==> config.mk <==
export PLATFORM = sky130hd
export DESIGN_NAME = rcpp_div255
export DESIGN_NICKNAME = d
export VERILOG_FILES = /design/src/rtl/core/rcpp_pkg.sv /design/src/rtl/core/rcpp_div255.sv
export SDC_FILE = /design/constraint.sdc
export NUM_CORES = 1
export LEC_CHECK = 0
export BUFFER_PORTS_ARGS = -buffer_cell sky130_fd_sc_hd__buf_2
export CORE_MARGIN = 3
export CORE_UTILIZATION = 52
export DETAILED_ROUTE_END_ITERATION = 6
export PLACE_DENSITY = 0.72
export REMOVE_ABC_BUFFERS = 1
export SYNTH_ARGS = -nofsm -noshare
export SYNTH_HDL_FRONTEND = slang
export SYNTH_SLANG_ARGS = --single-unit
==> constraint.sdc <==
create_clock -name clk -period 7.05 [get_ports clk]
set_input_delay 1.41 -clock clk [delete_from_list [all_inputs] [get_ports clk]]
set_output_delay 1.41 -clock clk [all_outputs]
set_load 0.05 [all_outputs]
==> src/rtl/core/rcpp_pkg.sv <==
// Shared types and constants of the row and column projection profile block.
// Used by every module under rtl/core but rcpp_ram; depends on nothing else.
package rcpp_pkg;

    localparam int PIX_W  = 8;
    localparam int SUM_W  = 18;
    localparam int POS_W  = 10;
    localparam int DEN_W  = 11;
    localparam int CFG_W  = 11;
    // Wide enough to hold a frame size up to the largest supported maximum.
    localparam int SIZE_W = 13;

    localparam int MAX_COLUMNS_DEFAULT = 1024;
    localparam int MAX_ROWS_DEFAULT    = 1024;

    localparam int APB_ADDR_W = 4;
    localparam int APB_DATA_W = 32;

    localparam logic [CFG_W-1:0] FRAME_WIDTH_RESET  = 11'd1024;
    localparam logic [CFG_W-1:0] FRAME_HEIGHT_RESET = 11'd1024;

    // Division by 255: multiply by 257 / 2^16, then one correction step.
    localparam int DIVISOR    = 255;
    localparam int RECIP      = 257;
    localparam int RECIP_SH   = 16;
    localparam int PROD_W     = SUM_W + 9;

    localparam logic KIND_ROW    = 1'b0;
    localparam logic KIND_COLUMN = 1'b1;

    typedef enum logic [1:0] {
        REG_FRAME_WIDTH   = 2'd0,
        REG_FRAME_HEIGHT  = 2'd1,
        REG_ROW_ENABLE    = 2'd2,
        REG_COLUMN_ENABLE = 2'd3
    } reg_idx_t;

    typedef struct packed {
        logic             kind;
        logic [POS_W-1:0] position;
        logic [DEN_W-1:0] density;
        logic             last;
    } res_t;

    // Up to two results that one pixel causes, in delivery order.
    typedef struct packed {
        logic [1:0] count;
        res_t       first;
        res_t       second;
    } pair_t;

endpackage

==> src/rtl/core/rcpp_div255.sv <==
// Two-step divider of an 18-bit line sum by 255: registered reciprocal
// product, then a single correction. Depends on rcpp_pkg.
module rcpp_div255 (
    input  logic                      clk,
    input  logic                      en,
    input  logic [rcpp_pkg::SUM_W-1:0] sum_i,
    output logic [rcpp_pkg::DEN_W-1:0] den_o
);
    import rcpp_pkg::*;

    logic [PROD_W-1:0] prod;
    logic [SUM_W-1:0]  sum_reg;
    logic [DEN_W-1:0]  quo_reg;
    logic [SUM_W:0]    quo_x255;
    logic [SUM_W:0]    rem;

    assign prod = PROD_W'(sum_i) * PROD_W'(RECIP);

    always_ff @(posedge clk) begin
        if (en) begin
            sum_reg <= sum_i;
            quo_reg <= prod[RECIP_SH +: DEN_W];
        end
    end

    // The estimate is the true quotient or one below it.
    assign quo_x255 = {quo_reg, 8'b0} - (SUM_W + 1)'(quo_reg);
    assign rem      = {1'b0, sum_reg} - quo_x255;
    assign den_o    = (rem >= (SUM_W + 1)'(DIVISOR)) ? quo_reg + 1'b1 : quo_reg;

endmodule

==> flow_summary_export.csv <==
group,metric,value,unit
floorplanning,rows,27,
worst_setup_path,worst_ep_required_time,5640,ps
timing,relSlewSlack,0.5858,
floorplanning,io_pins,31,
detailed_routing,wl_per_cell,15.08,µm
worst_setup_path,critPathLaunchType,"flip-flop",
logic_synthesis,synth_cell_type_count,48,
min_path,hold_path_class,"input port to flip-flop",
worst_setup_path,critPathMaxFanout,11,
detailed_routing,num_vias,2385,
worst_setup_path,critical_path_class,"flip-flop to output pin",
logic_synthesis,synth_edf_count,29,
timing,fin_crit,5656,ps
logic_synthesis,synth_top_cell_area_share,0.2849,
global_route,overflow,0,
final_layout,fin_nets,431,
final_layout,area_growth,10.27,%
timing,worst_slew_pin_slew,605.7,ps
final_layout,design_area,3371,µm²
placement,dp_cells,413,
floorplanning,dieArea,6834,µm²
logic_synthesis,ys_ff_latch,29,
detailed_routing,drt_wl_total,6348,µm
clock_network,cts.sinks,29,
power_and_ir_drop,cellLeakagePower,1.566,nW
detailed_routing,vias_per_cell,5.665,
logic_synthesis,yosysSeqAreaShare,0.2849,
global_route,track_usage,0.2058,
floorplanning,coreArea,5608,µm²
timing,slew_viol_final,0,
final_layout,final_cells,421,
timing,setup_viol,0,
placement,gp_congestion,0.8498,
clock_network,cts_buffers,5,
timing,holdWs,1321,ps
logic_synthesis,mappedNetlistArea,3057,µm²
power_and_ir_drop,power_density,247.0,nW/µm²
detailed_routing,firstDrtPassIters,4,
detailed_routing,ant_nets,0,
timing,rsz0062_at_grt,"no",
worst_setup_path,cp-end-kind,"output pin",
global_route,antenna_found_initial,0,
floorplanning,die_w,82.67,µm
logic_synthesis,ys.flop_type,"edfxtp_1",
floorplanning,initial_core_util,0.5451,
placement,placedInstanceArea,3289,µm²
clock_network,clk_pin_slew,60,ps
final_layout,final_util,0.6011,
logic_synthesis,synth_area_leaders,"edfxtp_1 28%, ha_1 25%, xnor2_1 6.0%",
detailed_routing,drt_iter0_markers,127,
clock_network,post_cts_resized,0,
placement,hpwl,5345,µm
timing,hold_viol,0,
power_and_ir_drop,ir_drop,0.0001793,V
floorplanning,die_h,82.67,µm
clock_network,cts_buffer_depth,2,
timing,fmax,176.8,MHz
job,cap_violations,0,
status,status,"finished clean",
logic_synthesis,avgSynthCellArea,9.797,µm²
logic_synthesis,synth-warning-count,0,
timing,finalCritPeriodShare,0.8022,
logic_synthesis,async_flop_share,0,
clock_network,cts_tree,"done",
clock_network,ctsHoldBuffers,0,
detailed_routing,drc,0,
global_route,grt_first_pass_wirelength,10750,µm
clock_network,clock-root-buffer,"clkbuf_8",
global_route,grt_max_degree,30,
timing,tns,0,ps
final_layout,drive_above_1_share,0.1547,
logic_synthesis,yosysTopAreaCell,"edfxtp_1",
clock_network,post_cts_buffers,0,
final_layout,num_antenna_cells,0,
placement,io_buffers,30,
final_layout,largest_reg_flops,18,
clock_network,htree_levels,2,
logic_synthesis,netlist_instances,312,
worst_setup_path,arrival,4250,ps
global_route,first_global_vias,2323,
## area by class of cell
| type | instances | area, µm² |
|---|---|---|
| Sequential cell | 29 | 870.8 |
| Timing Repair Buffer | 31 | 157.7 |
| Multi-Input combinational cell | 234 | 1994 |
| Clock buffer | 5 | 68.82 |
| Clock inverter | 3 | 12.51 |
| Tap cell | 72 | 90.09 |
| Inverter | 47 | 176.4 |
| Fill cell | 519 | 2237 |
## critical path, cell delays in order (launching register included)
cell and delay, ps:
edfxtp_1 480, fa_1 530, inv_1 40, ha_1 410, a211oi_1 270, nor2_1 90, o311ai_0 440, o21ai_0 250
a31o_2 300, o211ai_1 130, a2111oi_2 60, buf_4 200, nor4_2 280, xnor2_1 170, buf_2 300
## synthesized netlist by cell type (6+ instances only)
master,n
inv_1,47
nor2b_1,6
a21o_1,8
xnor2_1,21
o21ai_0,10
nor2_1,9
edfxtp_1,29
a21oi_1,16
nand3_1,9
ha_1,60
xor2_1,7
nand2_1,15
## worst paths after layout
kind / start / to / slack (ps) / cells after the start
max: quo_reg[1]$_DFFE_PP_ / den_o[10] / 1390 / 14
min: sum_i[4] / sum_reg[4]$_DFFE_PP_ / 1320 / 1
## cell usage in the layout, fill, tap and decap left out, types with 5 or more instances in the layout
| cell | Yosys | final |
|---|---|---|
| buf_2 | 0 | 30 |
| or3_1 | 5 | 5 |
| a21oi_1 | 16 | 16 |
| nand2_1 | 15 | 15 |
| nor2b_1 | 6 | 6 |
| nand3_1 | 9 | 9 |
| a31o_2 | 5 | 5 |
| inv_1 | 47 | 47 |
| ha_1 | 60 | 60 |
| o21ai_0 | 10 | 10 |
| a21o_1 | 8 | 8 |
| and3_1 | 5 | 5 |
| edfxtp_1 | 29 | 29 |
| clkbuf_8 | 0 | 5 |
| xor2_1 | 7 | 7 |
| xnor2_1 | 21 | 21 |
| nor3_1 | 5 | 5 |
| nor2_1 | 9 | 9 |
## report_power, final
group | switching (mW) | internal [mW]
clock | 0.0603 | 0.0662
sequential | 0.0106 | 0.211
combinational | 0.295 | 0.190
total | 0.366 | 0.467
## metrics by stage
stage	setup WS [ps]	power (mW)
finish	1394	0.8326
global route	1050	0.9020
CTS	1430	0.8315
detailed placement	1750	0.7053
global placement	1770	0.7000
floorplan	1207	0.6001
## per-layer routing
layer  wire length (µm)  global-route usage  vias up
met2               3101              0.3526       46
met4                117             0.07353        0
li1                   -                   -     1213
met3                189             0.01735       16
met1               2938              0.2710     1110
met5                  0                   0        -
## cells by family after synthesis
kind of cell | Yosys count | synth area share
DFF | 29 | 0.2849
AOI/OAI and AO/OA | 68 | 0.1625
muxes | 1 | 0.003684
adders and majority gates | 63 | 0.2652
xor gates and xnor gates | 28 | 0.08023
and+or+nand+nor | 74 | 0.1408
buffers and inverters | 49 | 0.06263
(Power assumes the default switching activity.)
