--- src/rtl/core/rcpp_pkg.sv ---
// Shared types and constants of the row and column projection profile block.
// Used by every module under rtl/core but rcpp_ram; depends on nothing else.
package rcpp_pkg;

    localparam int PIX_W  = 8;
    localparam int SUM_W  = 18;
    localparam int POS_W  = 10;
    localparam int DEN_W  = 11;
    localparam int CFG_W  = 11;
    // Wide enough to hold a frame size up to the largest supported maximum.
    localparam int SIZE_W = 13;

    localparam int MAX_COLUMNS_DEFAULT = 1024;
    localparam int MAX_ROWS_DEFAULT    = 1024;

    localparam int APB_ADDR_W = 4;
    localparam int APB_DATA_W = 32;

    localparam logic [CFG_W-1:0] FRAME_WIDTH_RESET  = 11'd1024;
    localparam logic [CFG_W-1:0] FRAME_HEIGHT_RESET = 11'd1024;

    // Division by 255: multiply by 257 / 2^16, then one correction step.
    localparam int DIVISOR    = 255;
    localparam int RECIP      = 257;
    localparam int RECIP_SH   = 16;
    localparam int PROD_W     = SUM_W + 9;

    localparam logic KIND_ROW    = 1'b0;
    localparam logic KIND_COLUMN = 1'b1;

    typedef enum logic [1:0] {
        REG_FRAME_WIDTH   = 2'd0,
        REG_FRAME_HEIGHT  = 2'd1,
        REG_ROW_ENABLE    = 2'd2,
        REG_COLUMN_ENABLE = 2'd3
    } reg_idx_t;

    typedef struct packed {
        logic             kind;
        logic [POS_W-1:0] position;
        logic [DEN_W-1:0] density;
        logic             last;
    } res_t;

    // Up to two results that one pixel causes, in delivery order.
    typedef struct packed {
        logic [1:0] count;
        res_t       first;
        res_t       second;
    } pair_t;

endpackage

--- src/rtl/core/rcpp_out.sv ---
// Output queue of two result slots feeding the result channel.
// Depends on rcpp_pkg for the result and pair types.
module rcpp_out (
    input  logic                       aclk,
    input  logic                       aresetn,
    input  logic                       in_valid,
    input  rcpp_pkg::pair_t            in_pair,
    output logic                       in_ready,
    output logic                       two_pending,
    output logic                       m_valid,
    input  logic                       m_ready,
    output logic                       m_kind,
    output logic [rcpp_pkg::POS_W-1:0] m_position,
    output logic [rcpp_pkg::DEN_W-1:0] m_density,
    output logic                       m_last
);
    import rcpp_pkg::*;

    logic [1:0] cnt_reg;
    res_t       slot0_reg;
    res_t       slot1_reg;
    logic       pop;
    logic       load;

    assign pop      = (cnt_reg != 2'd0) && m_ready;
    assign in_ready = (cnt_reg == 2'd0) || ((cnt_reg == 2'd1) && m_ready);
    assign load     = in_valid && in_ready;

    always_ff @(posedge aclk) begin
        if (!aresetn) begin
            cnt_reg <= 2'd0;
        end else if (load) begin
            cnt_reg <= in_pair.count;
        end else if (pop) begin
            cnt_reg <= cnt_reg - 2'd1;
        end
    end

    always_ff @(posedge aclk) begin
        if (load) begin
            slot0_reg <= in_pair.first;
            slot1_reg <= in_pair.second;
        end else if (pop) begin
            slot0_reg <= slot1_reg;
        end
    end

    assign two_pending = (cnt_reg == 2'd2);
    assign m_valid     = (cnt_reg != 2'd0);
    assign m_kind      = slot0_reg.kind;
    assign m_position  = slot0_reg.position;
    assign m_density   = slot0_reg.density;
    assign m_last      = slot0_reg.last;

endmodule

--- config.mk ---
export PLATFORM = sky130hd
export DESIGN_NAME = rcpp_out
export DESIGN_NICKNAME = d
export VERILOG_FILES = /design/src/rtl/core/rcpp_pkg.sv /design/src/rtl/core/rcpp_out.sv
export SDC_FILE = /design/constraint.sdc
export NUM_CORES = 1
export LEC_CHECK = 0
export BUFFER_PORTS_ARGS = -buffer_cell sky130_fd_sc_hd__clkbuf_2
export CORE_ASPECT_RATIO = 2
export CORE_MARGIN = 2
export CORE_UTILIZATION = 25
export DETAILED_ROUTE_END_ITERATION = 8
export PLACE_DENSITY = 0.45
export SLEW_MARGIN = 25
export SYNTH_ARGS = -nofsm -noshare
export SYNTH_HDL_FRONTEND = slang
export SYNTH_SLANG_ARGS = --single-unit
--- constraint.sdc ---
create_clock -name aclk -period 3.25 [get_ports aclk]
set_input_delay 0.1625 -clock aclk [delete_from_list [all_inputs] [get_ports aclk]]
set_output_delay 0.1625 -clock aclk [all_outputs]
set_load 0.1 [all_outputs]
==> results of run 1 <==
-- worst max-delay path by stage --
stage / start / endpoint / slack (ns) / depth (start not counted)
2_1_floorplan: cnt_reg[0] / slot1_reg[0] / 1.22 / 7
3_5_place_dp: cnt_reg[0] / slot1_reg[11] / 1.04 / 6
3_3_place_gp: cnt_reg[0] / slot1_reg[12] / 1.23 / 6
5_1_grt: cnt_reg[0] / slot1_reg[12] / 0.96 / 6
6_report: cnt_reg[0] / slot1_reg[9] / 1.09 / 6
4_1_cts: cnt_reg[0] / slot1_reg[11] / 1.03 / 6
-- power by group through the flow --
stage | clock network (uW) | registers, uW | logic [uW]
2_1_floorplan | 0 | 1510 | 415
3_3_place_gp | 0 | 925 | 1130
3_5_place_dp | 0 | 930 | 1150
4_1_cts | 522 | 918 | 1150
5_1_grt | 548 | 931 | 1180
6_report | 505 | 915 | 1140
-- metrics by stage --
stage | instance area, um2 | instances
5_1_grt | 2550 | 270
3_3_place_gp | 2410 | 262
6_report | 2550 | 270
3_5_place_dp | 2410 | 262
4_1_cts | 2550 | 270
2_1_floorplan | 1940 | 93
-- kinds of logic (layout without fill, tap and decap cells) --
group           after synthesis  in the layout  synth area share, %
compound gates                5              5                 2.38
fa+ha+maj                     3              3                 1.93
buf+inv                       8             91                 3.35
flops                        48             48                 73.1
mux                          24             24                 17.2
simple gates                  5              5                 2.06
-- metal layers --
layer / wire length, um / vias up
li1: - / 519
met1: 1280 / 524
met2: 2350 / 44
met3: 235 / 9
met4: 149 / 0
met5: 0 / -
-- synth_stat cells (all sizes together) --
master	number
dfxtp	2
nand3	1
nor3	1
ha	3
mux2	24
nand2	2
inv	6
nor2b	1
buf	2
o311ai	1
a311oi	1
o21ai	1
a21oi	1
edfxtp	46
o221ai	1
-- cell type report --
| cell class | count | share of cell area (%) |
|---|---|---|
| clock buffer | 5 | 4.90 |
| clock inverter | 3 | 0.736 |
| inverter | 6 | 0.981 |
| multi-input combinational | 37 | 17.9 |
| sequential | 48 | 55.7 |
| tap | 94 | 4.61 |
| timing repair buffer | 77 | 15.1 |
-- layout by cell type (no fill, tap or decap), types with 2 or more instances in the layout --
master       n
clkbuf_2    77
edfxtp_1    46
mux2_4      17
mux2_2       7
inv_1        5
clkbuf_16    5
ha_1         3
clkinvlp_4   2
dfxtp_1      2
==> summary.txt, run 1 <==
Status
  – Status: finished clean

STA
  – Final setup violating endpoints: 0
  – Hold Slack: 0.0467 ns
  – Worst slew margin: 40.3%
  – Final hold violation count: 0
  – Final setup skew: 0.00681 ns
  – Fmax: 463 MHz
  – Setup TNS Final: 0 ns
  – Final slew viol count: 0
  – Crit path time final: 2.16 ns
  – Final WS setup: approximately 1.1 ns
  – RSZ-0062 raised after global routing: no
  – Period utilization: 66.4%
  – Worst Tran Pin Value: between 0.8 and 0.9 ns

Global routing
  – Met1 usage: 8.53%
  – All-Layer GR Usage: 9.93%
  – GRT met3 Usage: 2.88%
  – Total gr overflow: 0
  – Pin count of the biggest net entering global routing: 28
  – Antenna violations before repair: 0
  – First-pass GRT wire length: around 6 mm
  – Busiest grt layer: met2
  – M2 GR Usage: 18.7%
  – Number of global-route vias before repair: 1246

Setup path
  – Register-to-Register Path Depth: 6
  – Top Family by Delay on Critical Path: buffers and inverters
  – Crit path launch type: flip-flop
  – Crit-path cells: inv_1, ha_1, a21oi_2, inv_4, nand2_8, inv_1
  – Endpoint class of the critical path: flip-flop
  – FF-to-FF setup slack: 1.09 ns
  – CP most frequent cell: inv_1
  – Highest-delay cell along the critical path: inv_1
  – Setup CP Type: reg -> reg
  – Data required, critical path: 3.14 ns
  – R2R Path End: slot1_reg[9]
  – Critical Path Max Stage Delay: 0.46 ns
  – CP Buf/Inv Count: 3
  – Reg2reg start: cnt_reg[0]
  – Crit-path max FO: 26
  – Crit path DAT: 2.05 ns

Floorplanning
  – Die span in y: 129 um
  – Core Area: 7540 um2
  – Die Area: 8540 um2
  – Starting Density: 25.8%
  – Chip Width: 66.4 um
  – Row count: 45
  – I/O pin count: 78

CTS
  – TritonCTS clock tree: yes
  – Clock transition at the registers of the reported paths: 0.07 ns
  – H-tree Lvls: 2
  – Root buf cell: clkbuf_16
  – PostCTS Resize Cnt: 0
  – Clock Tree Buf Depth: 2
  – CTS hold repair buffers: 0
  – Worst-Skew Late Latency: around 0.29 ns
  – Post-CTS Setup Inserts: 0
  – TritonCTS Buffers: 5
  – # clock sinks: 48

Cells and area
  – Layout area overhead: 31.2%
  – Diodes inserted: 0
  – Multi-input logic area: 458 um2
  – Share of cells above drive strength 1: 63.6%
  – Fin nets: 230
  – Finished Core Util: about 34%
  – Reg area: ~1400 um2
  – Max reg flops: 23
  – Fill cells: approximately 760

Power
  – Internal power: approximately 1400 uW
  – Switching portion of total power: a little under half
  – Leakage: around 0.0011 uW
  – P per Cell Area: 1000 nW/um2
  – Clk network pwr share: 19.7%
  – VDD IR max: approximately 0.3 mV
  – Sw Pwr: between 1000 and 1500 uW
  – Comb power frac: 44.5%
  – Total power: ~2600 uW
  – Sequential Power Share: between 30 and 40%

Detailed routing
  – Residual DRC: 0
  – 1st-iter DRT viols: 35
  – Vias per inst: 4.06
  – Final WL: 4.01 mm
  – Post-DR wirelength/cell: 14.9 um
  – Via count: 1096
  – Antenna viol nets, final: 0
  – DRT Pass-1 Iters: 4

Placed design
  – Post-DP HPWL: between 3 and 4 mm
  – Port bufs: between 70 and 80
  – Placer congestion estimate: 0.733
  – Post-place setup slack: around 1.0 ns

Min path
  – Min-Delay Path Class: in -> reg
  – Worst Hold Path EP: slot1_reg[18]
  – Hold depth: 1
  – Hold_sp: in_pair[18]

Synthesis
  – Synth warn: 0
  – Area fraction of the dominant cell type after synthesis: 71.0%
  – Synth Cell Area: between 1500 and 2000 um2
  – Synth area leaders: edfxtp_1 (71%), mux2_4 (13%), mux2_2 (4.1%)
  – Register area share after synthesis: 73.1%
  – Yosys cell types: 18
  – #FFs+latches synth: 48
  – Post-Syn Area per Cell: 20.9 um2
  – Cell count after synthesis: 93
  – Cell taking the most area after synthesis: edfxtp_1
  – Syn nets: 148

Job
  – Total of max-cap violations: 0
Power figures use the tool's default switching activity.
==> run 2, diff against run 1 <==
--- a/config.mk
+++ b/config.mk
@@ -5,6 +5,7 @@
 export SDC_FILE = /design/constraint.sdc
 export NUM_CORES = 1
 export LEC_CHECK = 0
+export ABC_AREA = 1
 export BUFFER_PORTS_ARGS = -buffer_cell sky130_fd_sc_hd__clkbuf_2
 export CORE_ASPECT_RATIO = 2
 export CORE_MARGIN = 2
==> constraint.sdc (replaced) <==
create_clock -name aclk -period 2.3 [get_ports aclk]
set_input_delay 0.115 -clock aclk [delete_from_list [all_inputs] [get_ports aclk]]
set_output_delay 0.115 -clock aclk [all_outputs]
set_load 0.1 [all_outputs]
==> run 2 against run 1 <==
Against the previous run:
- clock-buffer cell count unchanged
- non-clock buffer count increased by 2
- setup slack got worse by 0.48 ns
- via count increased by 12%
- design area decreased by 0.34%
- critical endpoint is now m_position[7]
- largest cell class unchanged
- highest routed layer unchanged
==> summary.txt, run 2 <==
Synthesis
  – Post-Syn Area per Cell: 12.9 um2 (was 20.9 um2)
  – Top cells by count, synth: nand2_1 (67), edfxtp_1 (46), nand2_2 (9) (was edfxtp_1 (46), mux2_4 (17), mux2_2 (7))
  – Cell count after synthesis: 147 (was 93)
  – Area fraction of the dominant cell type after synthesis: 72.7% (was 71.0%)
  – Synth warn: 0 (unchanged)
  – Number of flops mapped to enable cells by yosys: 46 (unchanged)
  – Top-count cell post-synth: nand2_1 (was edfxtp_1)
  – Synth area leaders: edfxtp_1 (73%), nand2_1 (13%), nand2_2 (3.0%) (was edfxtp_1 (71%), mux2_4 (13%), mux2_2 (4.1%))
  – Syn nets: 202 (was 148)
  – Post-synth top flop: edfxtp_1 (unchanged)
  – Synth Cell Area: 1900 um2 (was 1940 um2)
  – Register area share after synthesis: 74.8% (was 73.1%)
  – #FFs+latches synth: 48 (unchanged)
  – Yosys cell types: 16 (was 18)
  – Async SR Flop Fraction: 0% (unchanged)
  – Cell taking the most area after synthesis: edfxtp_1 (unchanged)

CTS
  – # clock sinks: 48 (unchanged)
  – Root buf cell: clkbuf_16 (unchanged)
  – Clock Tree Buf Depth: 2 (unchanged)
  – TritonCTS clock tree: yes (unchanged)
  – Clock transition at the registers of the reported paths: 0.06 ns (was 0.07 ns)
  – H-tree Lvls: 2 (unchanged)
  – TritonCTS Buffers: 5 (unchanged)
  – Worst-Skew Late Latency: 0.28 ns (was 0.29 ns)

Detailed routing
  – 1st-iter DRT viols: 85 (was 35)
  – Residual DRC: 0 (unchanged)
  – Final WL: 3.55 mm (was 4.01 mm)
  – Vias per inst: 3.78 (was 4.06)
  – DRT Pass-1 Iters: 4 (unchanged)
  – Via count: 1225 (was 1096)
  – Post-DR wirelength/cell: 11.0 um (was 14.9 um)
  – Antenna viol nets, final: 0 (unchanged)

Setup path
  – Crit-path max FO: 46 (was 26)
  – Crit path DAT: 1.73 ns (was 2.05 ns)
  – Top Family by Delay on Critical Path: simple AND/OR/NAND/NOR gates (was buffers and inverters)
  – Critical Path Max Stage Delay: 0.35 ns (was 0.46 ns)
  – Crit-path cells: inv_1, ha_1, inv_2, nand2_4, nand2_4, inv_6, nand2_1, nand2_1 (was inv_1, ha_1, a21oi_2, inv_4, nand2_8, inv_1)
  – Data required, critical path: 2.34 ns (was 3.14 ns)
  – FF-to-FF setup slack: 0.61 ns (was 1.09 ns)
  – Endpoint class of the critical path: flip-flop (unchanged)
  – Highest-delay cell along the critical path: dfxtp_1 (was inv_1)
  – CP Buf/Inv Count: 3 (unchanged)
  – CP startpoint: cnt_reg[0] (unchanged)
  – Crit path launch type: flip-flop (unchanged)
  – Setup CP Type: reg -> reg (unchanged)
  – Reg2reg start: cnt_reg[0] (unchanged)

Cells and area
  – Finished Core Util: 34.0% (was 33.8%)
  – Max reg flops: 23 (unchanged)
  – Commonest non-fill, non-tap cell in the layout: clkbuf_2 (unchanged)
  – Fin area: 2540 um2 (was 2550 um2)
  – Diodes inserted: 0 (unchanged)
  – Layout area overhead: 33.8% (was 31.2%)
  – Share of cells above drive strength 1: 42.6% (was 63.6%)
  – Most frequent cells in the layout: clkbuf_2 (77), nand2_1 (67), edfxtp_1 (46) (was clkbuf_2 (77), edfxtp_1 (46), mux2_4 (17))
  – Fin nets: 284 (was 230)

Job
  – Total of max-cap violations: 0 (unchanged)

Placed design
  – Port bufs: 77 (unchanged)
  – Post-place instance area: 2360 um2 (was 2410 um2)
  – Placer congestion estimate: 0.738 (was 0.733)
  – Post-DP HPWL: 2.58 mm (was 3.01 mm)

Floorplanning
  – Die span in y: 127 um (was 129 um)
  – Chip Width: 65.7 um (was 66.4 um)
  – I/O pin count: 78 (unchanged)
  – Die Area: 8360 um2 (was 8540 um2)
  – Core Area: 7490 um2 (was 7540 um2)
  – Row count: 45 (unchanged)
  – Starting Density: 25.4% (was 25.8%)

Min path
  – Min-Delay Path Class: in -> reg (unchanged)
  – Hold_sp: in_pair[11] (was in_pair[18])

STA
  – Fmax: 593 MHz (was 463 MHz)
  – Final setup violating endpoints: 0 (unchanged)
  – Period utilization: 73.4% (was 66.4%)
  – Final setup skew: 0.00403 ns (was 0.00681 ns)
  – Setup TNS Final: 0 ns (unchanged)
  – Crit path time final: 1.69 ns (was 2.16 ns)
  – Worst Tran Pin Value: 0.559 ns (was 0.895 ns)
  – RSZ-0062 raised after global routing: no (unchanged)
  – Final hold violation count: 0 (unchanged)
  – Worst slew margin: 62.9% (was 40.3%)
  – Final slew viol count: 0 (unchanged)

Status
  – Status: finished clean (unchanged)

Global routing
  – Antenna violations before repair: 0 (unchanged)
  – Pin count of the biggest net entering global routing: 47 (was 28)
  – Total gr overflow: 0 (unchanged)
  – All-Layer GR Usage: 8.69% (was 9.93%)
  – Number of global-route vias before repair: 1133 (was 1246)
  – First-pass GRT wire length: 5.47 mm (was 6.01 mm)
run 2: cell count changes after synthesis, sizes merged:
cell,previous run,this run
nand2,2,78
mux2,24,0
buf,2,4
nand3,1,3
nor2,0,2
a311oi,1,0
nor2b,1,0
nor3,1,0
o21ai,1,2
o221ai,1,0
o311ai,1,0
run 2: worst register-to-register path, stage by stage (launching register included):
cell and delay [ns]:
dfxtp_1 0.35, inv_1 0.09, ha_1 0.22, inv_2 0.09, nand2_4 0.07, nand2_4 0.24
inv_6 0.20, nand2_1 0.13, nand2_1 0.05
run 2: final cells by class:
class,count,area [um2]
Multi-Input combinational cell,89,405
Sequential cell,48,1420
Inverter,6,27.5
Timing Repair Buffer,79,403
Fill cell,764,4950
Clock buffer,5,125
Tap cell,94,118
Clock inverter,3,42.5
run 2: metrics by stage:
step / hold slack, ns / setup WS (ns) / cells
floorplan: 0.214 / 0.244 / 147
global placement: 0.293 / 0.651 / 315
detailed placement: 0.294 / 0.587 / 315
CTS: 0.00130 / 0.588 / 324
global route: 0.00208 / 0.478 / 324
finish: 0.00952 / 0.613 / 324
run 2: layer usage:
| layer | GRT usage [%] | vias to the layer above | share of wire [%] |
|---|---|---|---|
| li1 | - | 651 | - |
| met1 | 11.1 | 504 | 44 |
| met2 | 13.4 | 68 | 45 |
| met3 | 3.52 | 2 | 10 |
| met4 | 2.57 | 0 | 0.28 |
| met5 | 0 | - | 0 |
run 2: cell families after synthesis:
| family | after synthesis | share of synthesized area (%) |
|---|---|---|
| AOI/OAI and AO/OA | 3 | 0.790 |
| adders and majority gates | 3 | 1.98 |
| buffers and inverters | 10 | 3.88 |
| DFF | 48 | 74.8 |
| and+or+nand+nor | 83 | 18.6 |
run 2: repair_timing:
action                    CTS  global route
hold buffers                1             0
hold endpoints to repair    1             0
resized for setup           0             0
buffers inserted            0             0
run 2: worst paths after layout:
path / end / cells past startpoint
setup / recovery: m_position[7] / 8
hold / removal: slot1_reg[11] / 1
setup reg to reg: m_position[7] / 8
hold reg to reg: m_density[2] / 2
Power of run 2 is not shown: default switching activity piles up to over one toggle a cycle in this logic, so the estimate is an artifact.
